### src/rtl/sent_symbol_decoder_assert.svh
// Assertion macros shared by the symbol decoder RTL.
`ifndef SENT_SYMBOL_DECODER_ASSERT_SVH
`define SENT_SYMBOL_DECODER_ASSERT_SVH

`ifndef SYNTHESIS
// Whenever cond holds on a clock edge, prop must hold on the same edge.
`define SENTD_ASSERT_IMP(label, clk, rst_n, cond, prop) \
    label: assert property (@(posedge clk) disable iff (!rst_n) (cond) |-> (prop)) \
        else $error("sent_symbol_decoder: assertion failed");
// Whenever cond holds on a clock edge, prop must hold on the next edge.
`define SENTD_ASSERT_NEXT(label, clk, rst_n, cond, prop) \
    label: assert property (@(posedge clk) disable iff (!rst_n) (cond) |=> (prop)) \
        else $error("sent_symbol_decoder: assertion failed");
`else
`define SENTD_ASSERT_IMP(label, clk, rst_n, cond, prop)
`define SENTD_ASSERT_NEXT(label, clk, rst_n, cond, prop)
`endif

`endif

### src/rtl/sentd_pkg.sv
// Types, register indexes and constants of the symbol decoder.
package sentd_pkg;

    localparam int PERIOD_WIDTH_DEFAULT = 24;

    // Configuration register widths and indexes.
    localparam int CFG_IDX_W  = 3;
    localparam int CFG_DATA_W = 12;
    localparam int TS_W       = 12;
    localparam int SYNC_W     = 8;
    localparam int PAUSE_W    = 10;
    localparam int MIN_W      = 8;
    localparam int NIB_W      = 4;

    localparam logic [CFG_IDX_W-1:0] CFG_TICK_SAMPLES = 3'd0;
    localparam logic [CFG_IDX_W-1:0] CFG_SYNC_TICKS   = 3'd1;
    localparam logic [CFG_IDX_W-1:0] CFG_PAUSE_TICKS  = 3'd2;
    localparam logic [CFG_IDX_W-1:0] CFG_MIN_TICKS    = 3'd3;
    localparam logic [CFG_IDX_W-1:0] CFG_DATA_NIBBLES = 3'd4;

    localparam logic [TS_W-1:0]    RST_TICK_SAMPLES = 12'd72;
    localparam logic [SYNC_W-1:0]  RST_SYNC_TICKS   = 8'd56;
    localparam logic [PAUSE_W-1:0] RST_PAUSE_TICKS  = 10'd77;
    localparam logic [MIN_W-1:0]   RST_MIN_TICKS    = 8'd12;
    localparam logic [NIB_W-1:0]   RST_DATA_NIBBLES = 4'd6;

    // Threshold widths: min*ts, nominal*ts, and the scaled window limits.
    localparam int MIN_THR_W = MIN_W + TS_W;
    localparam int NOM_W     = PAUSE_W + TS_W;
    localparam int THR_W     = NOM_W + 3;

    localparam int TICK_W = 8;
    localparam int KIND_W = 3;

    typedef enum logic [KIND_W-1:0] {
        KIND_ERROR  = 3'd0,
        KIND_SYNC   = 3'd1,
        KIND_PAUSE  = 3'd2,
        KIND_STATUS = 3'd3,
        KIND_DATA   = 3'd4,
        KIND_CRC    = 3'd5
    } t_kind;

    typedef enum logic [1:0] {
        ARM_WAIT_HIGH = 2'd0,
        ARM_WAIT_FALL = 2'd1,
        ARM_MEASURE   = 2'd2
    } t_arm;

endpackage

### src/rtl/sent_symbol_decoder.sv
// SENT symbol decoder: turns a stream of line samples into sync, pause and nibble symbols.
// The block takes one sampled line level per transfer on the slave side and can take
// one in every clock cycle unless a symbol waits unaccepted in the output register.
// After reset it waits for the line to be high and then to fall; from then on it
// measures each pulse from one falling edge to the next and sends one symbol transfer
// on the master side for every falling edge except the first. A sample passes an
// input register and one stage of decode logic; the symbol for a falling edge is
// loaded into the output register as its sample leaves the input register, which
// no sample does while a symbol waits. The comparison thresholds (min_ticks, sync and
// pause windows, each multiplied by tick_samples) are held in registers that are
// recomputed every cycle from the configuration, so a register written in one cycle
// governs every sample taken from the next cycle on. The sample counter saturates at
// its full PERIOD_WIDTH range and the saturated value is both reported and used for
// classification. Nibble values are the rounded-up low plus high tick count minus
// min_ticks, modulo 256.
`include "sent_symbol_decoder_assert.svh"

module sent_symbol_decoder #(
    parameter int PERIOD_WIDTH = sentd_pkg::PERIOD_WIDTH_DEFAULT,
    parameter int OUT_W        = ((sentd_pkg::KIND_W + 8 + sentd_pkg::NIB_W
                                   + PERIOD_WIDTH + 7) / 8) * 8
) (
    input  logic                            i_clk,
    input  logic                            i_rst_n,
    // Configuration write port.
    input  logic                            i_cfg_we,
    input  logic [sentd_pkg::CFG_IDX_W-1:0] i_cfg_index,
    input  logic [sentd_pkg::CFG_DATA_W-1:0] i_cfg_data,
    // Sample stream.
    input  logic                            s_axis_tvalid,
    output logic                            s_axis_tready,
    input  logic [7:0]                      s_axis_tdata,  // [0] line_level
    // Symbol stream.
    output logic                            m_axis_tvalid,
    input  logic                            m_axis_tready,
    // From bit 0 up: symbol_kind (3), nibble_value (8), data_index (4),
    // period_samples (PERIOD_WIDTH), zero fill to whole bytes.
    output logic [OUT_W-1:0]                m_axis_tdata
);
    import sentd_pkg::*;

    localparam int CMP_W  = (PERIOD_WIDTH + 3 > THR_W) ? PERIOD_WIDTH + 3 : THR_W;
    localparam int MCMP_W = (PERIOD_WIDTH > MIN_THR_W) ? PERIOD_WIDTH : MIN_THR_W;

    // Configuration registers.
    logic [TS_W-1:0]    r_tick_samples;
    logic [SYNC_W-1:0]  r_sync_ticks;
    logic [PAUSE_W-1:0] r_pause_ticks;
    logic [MIN_W-1:0]   r_min_ticks;
    logic [NIB_W-1:0]   r_data_nibbles;

    // Derived thresholds.
    logic [MIN_THR_W-1:0] r_min_thr;
    logic [THR_W-1:0]     r_sync_lo, r_sync_hi, r_pause_lo, r_pause_hi;
    logic [NOM_W-1:0]     w_sync_nom, w_pause_nom;

    always_ff @(posedge i_clk) begin
        if (!i_rst_n) begin
            r_tick_samples <= RST_TICK_SAMPLES;
            r_sync_ticks   <= RST_SYNC_TICKS;
            r_pause_ticks  <= RST_PAUSE_TICKS;
            r_min_ticks    <= RST_MIN_TICKS;
            r_data_nibbles <= RST_DATA_NIBBLES;
        end else if (i_cfg_we) begin
            case (i_cfg_index)
                CFG_TICK_SAMPLES: r_tick_samples <= i_cfg_data;
                CFG_SYNC_TICKS:   r_sync_ticks   <= i_cfg_data[SYNC_W-1:0];
                CFG_PAUSE_TICKS:  r_pause_ticks  <= i_cfg_data[PAUSE_W-1:0];
                CFG_MIN_TICKS:    r_min_ticks    <= i_cfg_data[MIN_W-1:0];
                CFG_DATA_NIBBLES: r_data_nibbles <= i_cfg_data[NIB_W-1:0];
                default: ;
            endcase
        end
    end

    assign w_sync_nom  = NOM_W'(r_sync_ticks) * NOM_W'(r_tick_samples);
    assign w_pause_nom = NOM_W'(r_pause_ticks) * NOM_W'(r_tick_samples);

    // The windows are +-20%: 5p is compared against 4N and 6N.
    always_ff @(posedge i_clk) begin
        r_min_thr  <= MIN_THR_W'(r_min_ticks) * MIN_THR_W'(r_tick_samples);
        r_sync_lo  <= THR_W'({w_sync_nom, 2'b00});
        r_sync_hi  <= THR_W'({w_sync_nom, 2'b00}) + THR_W'({w_sync_nom, 1'b0});
        r_pause_lo <= THR_W'({w_pause_nom, 2'b00});
        r_pause_hi <= THR_W'({w_pause_nom, 2'b00}) + THR_W'({w_pause_nom, 1'b0});
    end

    // Input register.
    logic r_in_valid, r_in_level;
    logic w_advance;

    // Decoder state.
    t_arm                    r_arm, n_arm;
    logic                    r_prev, n_prev;
    logic                    r_high, n_high;
    logic [TS_W-1:0]         r_pre, n_pre;
    logic [TICK_W-1:0]       r_low_ticks, n_low_ticks;
    logic [TICK_W-1:0]       r_high_ticks, n_high_ticks;
    logic [PERIOD_WIDTH-1:0] r_count, n_count;
    logic                    r_status_seen, n_status_seen;
    logic [NIB_W-1:0]        r_data_pos, n_data_pos;

    // Output register.
    logic                    r_out_valid;
    t_kind                   r_out_kind, n_out_kind;
    logic [7:0]              r_out_value, n_out_value;
    logic [NIB_W-1:0]        r_out_index, n_out_index;
    logic [PERIOD_WIDTH-1:0] r_out_period;
    logic                    w_load;

    // A sample moves on whenever the output register is free or being emptied.
    assign w_advance     = r_in_valid && (!r_out_valid || m_axis_tready);
    assign s_axis_tready = !r_in_valid || w_advance;

    always_ff @(posedge i_clk) begin
        if (!i_rst_n) begin
            r_in_valid <= 1'b0;
        end else if (s_axis_tready) begin
            r_in_valid <= s_axis_tvalid;
        end
    end

    always_ff @(posedge i_clk) begin
        if (s_axis_tready && s_axis_tvalid) begin
            r_in_level <= s_axis_tdata[0];
        end
    end

    // Period scaled by five for the window checks.
    logic [CMP_W-1:0] w_p5;
    logic             w_err, w_sync, w_pause;
    logic [TS_W:0]    w_tick_len;

    assign w_p5    = CMP_W'({r_count, 2'b00}) + CMP_W'(r_count);
    assign w_err   = MCMP_W'(r_count) < MCMP_W'(r_min_thr);
    assign w_sync  = (w_p5 > CMP_W'(r_sync_lo)) && (w_p5 < CMP_W'(r_sync_hi));
    assign w_pause = (w_p5 > CMP_W'(r_pause_lo)) && (w_p5 < CMP_W'(r_pause_hi));
    // A tick length of zero behaves as one sample.
    assign w_tick_len = (r_tick_samples == '0) ? (TS_W+1)'(1) : (TS_W+1)'(r_tick_samples);

    always_comb begin
        logic            v_start;
        logic            v_tick;
        logic            v_hp;
        logic [TS_W-1:0] v_pre;

        n_arm         = r_arm;
        n_prev        = r_prev;
        n_high        = r_high;
        n_pre         = r_pre;
        n_low_ticks   = r_low_ticks;
        n_high_ticks  = r_high_ticks;
        n_count       = r_count;
        n_status_seen = r_status_seen;
        n_data_pos    = r_data_pos;
        n_out_kind    = KIND_ERROR;
        n_out_value   = '0;
        n_out_index   = '0;
        w_load        = 1'b0;
        v_start       = 1'b0;
        v_tick        = 1'b0;
        v_hp          = r_high;
        v_pre         = r_pre;

        if (w_advance) begin
            n_prev = r_in_level;
            unique case (r_arm)
                ARM_WAIT_FALL: begin
                    if (!r_in_level) begin
                        v_start = 1'b1;
                    end
                end
                ARM_MEASURE: begin
                    if (!r_in_level && r_prev) begin
                        // Falling edge: classify the pulse that just ended.
                        w_load  = 1'b1;
                        v_start = 1'b1;
                        if (w_err) begin
                            n_out_kind = KIND_ERROR;
                        end else if (w_sync) begin
                            n_out_kind = KIND_SYNC;
                        end else if (w_pause) begin
                            n_out_kind = KIND_PAUSE;
                        end else begin
                            n_out_value = r_low_ticks + r_high_ticks - r_min_ticks;
                            if (!r_status_seen) begin
                                n_status_seen = 1'b1;
                                n_out_kind    = KIND_STATUS;
                            end else if (r_data_pos < r_data_nibbles) begin
                                n_out_kind  = KIND_DATA;
                                n_out_index = r_data_pos;
                                n_data_pos  = r_data_pos + 1'b1;
                            end else begin
                                n_out_kind    = KIND_CRC;
                                n_data_pos    = '0;
                                n_status_seen = 1'b0;
                            end
                        end
                    end else begin
                        if (r_count != '1) begin
                            n_count = r_count + 1'b1;
                        end
                        // Rising edge restarts the tick window for the high part.
                        if (r_in_level && !r_high) begin
                            v_hp  = 1'b1;
                            v_pre = '0;
                        end
                        v_tick = 1'b1;
                    end
                end
                default: begin
                    n_arm = r_in_level ? ARM_WAIT_FALL : ARM_WAIT_HIGH;
                end
            endcase

            if (v_start) begin
                n_arm        = ARM_MEASURE;
                v_hp         = 1'b0;
                v_pre        = '0;
                n_low_ticks  = '0;
                n_high_ticks = '0;
                n_count      = PERIOD_WIDTH'(1);
                v_tick       = 1'b1;
            end

            if (v_tick) begin
                // A tick counts on the first sample of its window.
                if (v_pre == '0) begin
                    if (v_hp) begin
                        n_high_ticks = n_high_ticks + 1'b1;
                    end else begin
                        n_low_ticks = n_low_ticks + 1'b1;
                    end
                end
                n_pre = ((TS_W+1)'(v_pre) + 1'b1 >= w_tick_len) ? '0 : v_pre + 1'b1;
            end
            n_high = v_hp;
        end
    end

    always_ff @(posedge i_clk) begin
        if (!i_rst_n) begin
            r_arm         <= ARM_WAIT_HIGH;
            r_prev        <= 1'b0;
            r_high        <= 1'b0;
            r_pre         <= '0;
            r_low_ticks   <= '0;
            r_high_ticks  <= '0;
            r_count       <= '0;
            r_status_seen <= 1'b0;
            r_data_pos    <= '0;
        end else begin
            r_arm         <= n_arm;
            r_prev        <= n_prev;
            r_high        <= n_high;
            r_pre         <= n_pre;
            r_low_ticks   <= n_low_ticks;
            r_high_ticks  <= n_high_ticks;
            r_count       <= n_count;
            r_status_seen <= n_status_seen;
            r_data_pos    <= n_data_pos;
        end
    end

    always_ff @(posedge i_clk) begin
        if (!i_rst_n) begin
            r_out_valid <= 1'b0;
        end else if (w_load) begin
            r_out_valid <= 1'b1;
        end else if (m_axis_tready) begin
            r_out_valid <= 1'b0;
        end
    end

    always_ff @(posedge i_clk) begin
        if (w_load) begin
            r_out_kind   <= n_out_kind;
            r_out_value  <= n_out_value;
            r_out_index  <= n_out_index;
            r_out_period <= r_count;
        end
    end

    assign m_axis_tvalid = r_out_valid;
    assign m_axis_tdata  = OUT_W'({r_out_period, r_out_index, r_out_value, r_out_kind});

    // Error, sync and pause symbols carry neither a nibble value nor an index.
    `SENTD_ASSERT_IMP(a_plain_kind_zero, i_clk, i_rst_n,
        r_out_valid && (r_out_kind == KIND_ERROR || r_out_kind == KIND_SYNC
                        || r_out_kind == KIND_PAUSE),
        r_out_value == '0 && r_out_index == '0)
    // Data positions only advance once the status nibble of the frame is seen.
    `SENTD_ASSERT_IMP(a_data_after_status, i_clk, i_rst_n,
        r_data_pos != '0, r_status_seen)
    // The sample side is held off only while both the input and the output register are full.
    `SENTD_ASSERT_IMP(a_stall_needs_sample, i_clk, i_rst_n,
        !s_axis_tready, r_in_valid && r_out_valid)
    // A new symbol is always measured from a counter that has been started.
    `SENTD_ASSERT_IMP(a_load_counted, i_clk, i_rst_n,
        w_load, r_arm == ARM_MEASURE && r_count != '0)

endmodule
### config.mk
export PLATFORM = sky130hd
export DESIGN_NAME = sent_symbol_decoder
export DESIGN_NICKNAME = d
export VERILOG_FILES = /design/src/rtl/sentd_pkg.sv /design/src/rtl/sent_symbol_decoder.sv
export VERILOG_INCLUDE_DIRS = /design/src /design/src/rtl
export SDC_FILE = /design/constraint.sdc
export NUM_CORES = 1
export LEC_CHECK = 0
export BUFFER_PORTS_ARGS = -buffer_cell sky130_fd_sc_hd__buf_2
export CAP_MARGIN = 20
export CORE_ASPECT_RATIO = 0.7
export CORE_UTILIZATION = 54
export DETAILED_ROUTE_END_ITERATION = 8
export PLACE_DENSITY_LB_ADDON = 0.1
export SYNTH_ARGS = -nofsm -noshare
export SYNTH_HDL_FRONTEND = slang
export SYNTH_SLANG_ARGS = --single-unit
### constraint.sdc
create_clock -name i_clk -period 14.92 [get_ports i_clk]
set_input_delay 2.984 -clock i_clk [delete_from_list [all_inputs] [get_ports i_clk]]
set_output_delay 2.984 -clock i_clk [all_outputs]
set_load 0.1 [all_outputs]
==> results of run 1 <==
-- flip-flops by register name (all words and copies together) (netlist names), 10 cells and up --
| register | cells |
|---|---|
| r_sync_lo | 20 |
| r_tick_samples | 12 |
| r_out_period | 24 |
| r_min_thr | 20 |
| r_pause_lo | 22 |
| r_sync_hi | 21 |
| r_pause_hi | 23 |
| r_count | 24 |
| r_pause_ticks | 10 |
| r_pre | 12 |
-- kinds of logic (layout without fill, tap and decap cells) --
group	count (synthesis)	count (layout)	share of synthesized area
buf+inv	510	558	0.07925
xor+xnor	150	150	0.05414
mux	4	4	0.001701
fa+ha+maj	548	548	0.3469
flops	251	251	0.2236
other cells	1	1	0.0001545
simple gates	870	870	0.1765
compound gates	430	430	0.1178
-- cells in the final DEF, fill, tap and decap left out, types with 12 or more instances in the layout --
cell,synthesis,final
inv_1,421,419
nor3_1,32,32
buf_2,4,61
clkbuf_16,0,29
o21ai_0,61,61
and3_1,19,19
and2_1,183,183
nand4_1,31,31
a22o_1,12,12
nand2b_1,18,18
nor2_1,138,138
nand2_1,313,313
nor2b_1,22,22
ha_1,340,340
dfxtp_1,211,211
buf_4,1,28
fa_1,208,208
nand3_1,65,65
xor2_1,57,57
edfxtp_1,40,40
xnor2_1,93,93
o21a_1,22,22
a21oi_1,151,151
o21bai_1,15,15
a21o_1,58,58
a211oi_1,14,14
o211ai_1,12,12
-- power breakdown --
part,internal [mW],switching [mW],total (mW)
clock network,0.393,0.273,0.666
logic,0.204,0.280,0.484
registers,0.744,0.0229,0.767
total,1.34,0.576,1.92
-- Yosys cell counts, drive strengths merged (15+ instances only) --
master | number | share of area
inv | 421 | 0.065
ha | 340 | 0.18
nand2 | 314 | 0.049
dfxtp | 211 | 0.17
fa | 208 | 0.17
and2 | 185 | 0.048
a21oi | 153 | 0.032
nor2 | 138 | 0.021
xnor2 | 93 | 0.034
clkbuf | 83 | 0.013
o21ai | 68 | 0.014
nand3 | 65 | 0.013
a21o | 59 | 0.018
xor2 | 57 | 0.021
edfxtp | 40 | 0.049
nor3 | 32 | 0.0066
nand4 | 31 | 0.0080
nor2b | 22 | 0.0057
o21a | 22 | 0.0068
and3 | 19 | 0.0049
nand2b | 18 | 0.0046
o21bai | 15 | 0.0046
-- worst min-delay path, cell delays in order (launching register included) --
cell and delay [ps]:
dfxtp_1 310, nand2_1 50, a21oi_1 60
-- final cells by class --
cell class | count | area [um2] | share of cell area
clock inverters | 8 | 62.56 | 0.002400
repair buffers | 89 | 515.5 | 0.01978
clock buffers | 40 | 817.0 | 0.03135
multi-input cells | 2003 | 16920 | 0.6492
flip-flops and latches | 251 | 5425 | 0.2082
inverters | 421 | 1580 | 0.06063
well taps | 594 | 743.2 | 0.02852
-- through the flow --
step                      total power, mW  std cells  instance area, um2  setup WS (ps)
after global placement              1.246       3358               25180           7392
final                               1.916       3406               26060           7349
after detailed placement            1.262       3358               25180           7345
after floorplan                     1.154       2764               24270           8044
after global routing                2.032       3406               26060           6927
after CTS                           1.934       3406               26060           7318
-- worst paths after layout --
path / to / slack (ps) / depth (start not counted)
max: r_pause_hi[23] / 7350 / 29
max reg2reg: r_pause_hi[23] / 7350 / 29
min: r_prev / 470 / 2
min reg2reg: r_prev / 470 / 2
-- routing by layer --
layer / share of wire / GRT usage / vias to the layer above
met1: 0.48 / 0.3708 / 9041
met2: 0.43 / 0.4120 / 504
met4: 0.020 / 0.05798 / 0
met5: 0 / 0 / -
li1: - / - / 9128
met3: 0.065 / 0.04360 / 74
==> out/metrics.cfg, run 1 <==
[critical_path]
timing.rr.start=r_tick_samples[6]
slowest_delay_ps=620
cpMaxStageDelayCell=dfxtp_1
required_ps=15330
cp-end-kind=flop
critPathLaunch=r_tick_samples[6]
worst_setup_path_start_kind=flop
path_buf_inv=6
path_delay_family=adder cells
cp.arrival_ps=7980
critPathMaxFanout=18
crit_type=flop to flop

[layout]
antennaDiodeCount=0
syn2layout_area_growth_pct=7.399
n_fill_cell=3887
fin_nets=3368
drive_gt1_frac=0.05690
fin_util=0.5928

[yosys]
synth_enable_flop_cells=40
yosysUniqueCellTypes=81
ys.flop_type=dfxtp_1
synth_async_sr_flop_share=0
synth_area_um2=24270
ys_seq_area_frac=0.2236
yosys_register_bits=251
synth_fp_nets=3340
syn_avg_cell_area_um2=8.780
synth_cells=2764
yosysWarnings=0

[sta]
period_share=0.5075
fin_tns_setup_ps=0
setup_viol=0
worstMarginPinSlew_ps=1083
fmax_mhz=132.1
grt_setup_unrepaired=no
holdWs_ps=470.0
min_period_ps=7571
max_slew_margin=0.2727
slew_viol_final=0
hold_violations=0
fin_skew_ps=13.81

[pwr]
power.leakage_nw=13.08
p_per_area_nw_per_um2=73.53
peakVddDrop_v=0.00006752

[job]
cap_violations=0

[outcome]
status=finished clean

[cts]
clock-sinks=251
cts_setup_buffers=0
ctsResizeCount=0
cts.path.max_buffers=3
cts_root_buf=clkbuf_16
htreeDepth=1
worst_skew_pair.late_latency_ps=550
cts_buffers=26
cts_tree=done
clk_pin_slew_ps=60
holdBufCountCts=0

[routing]
vias=18747
drt_iter0_drc=1186
drt_pre_antenna_iters=5
wl_per_cell_um=17.27
vias_per_cell=5.504
drc=0
drt_wl_total_um=58840
ant_nets=0

[die]
die_w_um=255.4
die_area_um2=45800
rows=64
core_um2=43960
die_h_um=179.4
initial_core_util=0.5520
ios=70

[global_route]
grt_max_degree=57
antenna_found_initial=2
grt_pass1_vias=18541
grt_first_pass_wirelength_um=95480
grt_overflow=0
grt_use_total=0.2595

[placement]
gp_congestion=0.8788
portBuffers=61
hpwl_um=45980

[worst_hold_path]
hp-class=flop to flop
worstHoldStart=r_prev

Power figures use the tool's default switching activity.
==> run 2: changes to the inputs <==
==> constraint.sdc (replaced) <==
create_clock -name i_clk -period 7.3 [get_ports i_clk]
set_input_delay 1.46 -clock i_clk [delete_from_list [all_inputs] [get_ports i_clk]]
set_output_delay 1.46 -clock i_clk [all_outputs]
set_load 0.1 [all_outputs]
==> out/metrics.cfg, run 2 (synthesis results as in run 1) <==
[global_route]
grt_use_total=0.2633  ; was 0.2595
grt_first_pass_wirelength_um=96610  ; was 95480 um
grt_pass1_vias=18473  ; was 18541
grt_max_degree=57  ; unchanged
antenna_found_initial=1  ; was 2
grt_overflow=0  ; unchanged

[placement]
portBuffers=61  ; unchanged
placed_cells=3374  ; was 3358
gp_congestion=0.8958  ; was 0.8788
hpwl_um=47220  ; was 45980 um
post-place-ws_ps=267.3  ; was 7345 ps

[critical_path]
path_buf_inv=4  ; was 6
crit_path_frequent_cell=fa_1
timing.rr.start=r_tick_samples[6]  ; unchanged
reg2reg_setup_slack_ps=350  ; was 7350 ps
worst_setup_path_start_kind=flop  ; unchanged
critPathLaunch=r_tick_samples[6]  ; unchanged
critPathMaxFanout=9  ; was 18
required_ps=7730  ; was 15330 ps
path_delay_family=adder cells  ; unchanged
cp-end-kind=flop  ; unchanged
slowest_delay_ps=530  ; was 620 ps
cp.arrival_ps=7380  ; was 7980 ps
crit_type=flop to flop  ; unchanged
cpMaxStageDelayCell=fa_1  ; was dfxtp_1

[routing]
ant_nets=0  ; unchanged
drc=0  ; unchanged
vias=18692  ; was 18747
drt_wl_total_um=59370  ; was 58840 um
drt_iter0_drc=1105  ; was 1186
drt_pre_antenna_iters=7  ; was 5
vias_per_cell=5.461  ; was 5.504
wl_per_cell_um=17.34  ; was 17.27 um

[layout]
final_cell_mix=inv_1 (419), ha_1 (340), nand2_1 (313), fa_1 (208), dfxtp_1 (206)  ; was inv_1 (419), ha_1 (340), nand2_1 (313), dfxtp_1 (211), fa_1 (208)
final_common_cell=inv_1  ; unchanged
fin_nets=3385  ; was 3368
drive_gt1_frac=0.06469  ; was 0.05690
antennaDiodeCount=0  ; unchanged
top_regs=r_count x24, r_out_period x24, r_pause_hi x23  ; unchanged
syn2layout_area_growth_pct=7.811  ; was 7.399%
stdcell_count=3423  ; was 3406
n_fill_cell=3865  ; was 3887

[die]
die_h_um=179.4  ; unchanged
die_w_um=255.4  ; unchanged
die_area_um2=45800  ; unchanged
ios=70  ; unchanged
rows=64  ; unchanged
initial_core_util=0.5520  ; unchanged
core_um2=43960  ; unchanged

[pwr]
peakVddDrop_v=0.0001256  ; was 0.00006752 V
power.leakage_nw=13.14  ; was 13.08 nW
p_per_area_nw_per_um2=149.1  ; was 73.53 nW/um2
p_total_mw=3.901  ; was 1.916 mW

[cts]
cts_tree=done  ; unchanged
htreeDepth=1  ; unchanged
clock-sinks=251  ; unchanged
ctsResizeCount=0  ; unchanged
clk_pin_slew_ps=70  ; was 60 ps
cts.path.max_buffers=3  ; unchanged
holdBufCountCts=0  ; unchanged
cts_setup_buffers=0  ; unchanged
cts_root_buf=clkbuf_16  ; unchanged
cts_buffers=27  ; was 26
worst_skew_pair.late_latency_ps=560  ; was 550 ps

[worst_hold_path]
worstHoldStart=r_high_ticks[1]  ; was r_prev
hp-class=flop to flop  ; unchanged

[job]
cap_violations=0  ; unchanged

[sta]
worstMarginPinSlew_ps=1087  ; was 1083 ps
max_slew_margin=0.2751  ; was 0.2727
hold_violations=0  ; unchanged
holdWs_ps=476.7  ; was 470.0 ps
setup_viol=0  ; unchanged
finalWorstSetupSlack_ps=345.6  ; was 7349 ps
slew_viol_final=0  ; unchanged
fin_tns_setup_ps=0  ; unchanged
period_share=0.9527  ; was 0.5075
min_period_ps=6954  ; was 7571 ps
fin_skew_ps=14.76  ; was 13.81 ps
grt_setup_unrepaired=no  ; unchanged
fmax_mhz=143.8  ; was 132.1 MHz

[outcome]
status=finished clean  ; unchanged

run 2: cell types whose count changed in the layout (fill, tap and decap cells not counted), moves of 2 or more:
cell,change
dfxtp_1,-5
clkbuf_1,+2
clkinv_2,-4
clkbuf_8,-4
dfxtp_2,+5
clkinv_4,+7
clkinvlp_4,+2
buf_4,+16
clkinv_1,-2
run 2: final cells by class:
cell class / count / area (um2) / share of cell area
sequential: 251 / 5431 / 0.2076
clock buffer: 37 / 744.5 / 0.02846
timing repair buffer: 105 / 635.6 / 0.02429
multi-input combinational: 2003 / 16920 / 0.6468
tap: 594 / 743.2 / 0.02841
inverter: 421 / 1580 / 0.06040
clock inverter: 12 / 106.4 / 0.004065
run 2: worst min-delay path: stages, from the launching register on:
cell and delay [ps]:
dfxtp_1 310, o21ai_0 60, a21oi_1 60
run 2: path summary, 6_finish.rpt:
path                     end  cells after the start
max           r_pause_hi[23]                     26
min          r_high_ticks[1]                      2
max reg2reg   r_pause_hi[23]                     26
min reg2reg  r_high_ticks[1]                      2
run 2: per-stage QoR:
step | instance area (um2) | utilization
after floorplan | 24270 | -
after global placement | 25300 | 0.5756
after detailed placement | 25300 | 0.5756
after CTS | 26150 | 0.5949
after global routing | 26160 | 0.5951
final | 26160 | 0.5951
run 2: metal layers:
layer  global-route usage  part of all wire  up-vias
li1                     -                 -     9152
met3              0.03952             0.053       62
met1               0.3787              0.49     9078
met5                    0           0.00019        -
met4              0.05296             0.016        2
met2               0.4214              0.44      398
run 2: power breakdown:
| group | switching (mW) | internal [mW] | total (mW) |
|---|---|---|---|
| Clock | 0.617 | 0.726 | 1.34 |
| Sequential | 0.0458 | 1.52 | 1.57 |
| Combinational | 0.570 | 0.421 | 0.991 |
| Total | 1.23 | 2.67 | 3.90 |
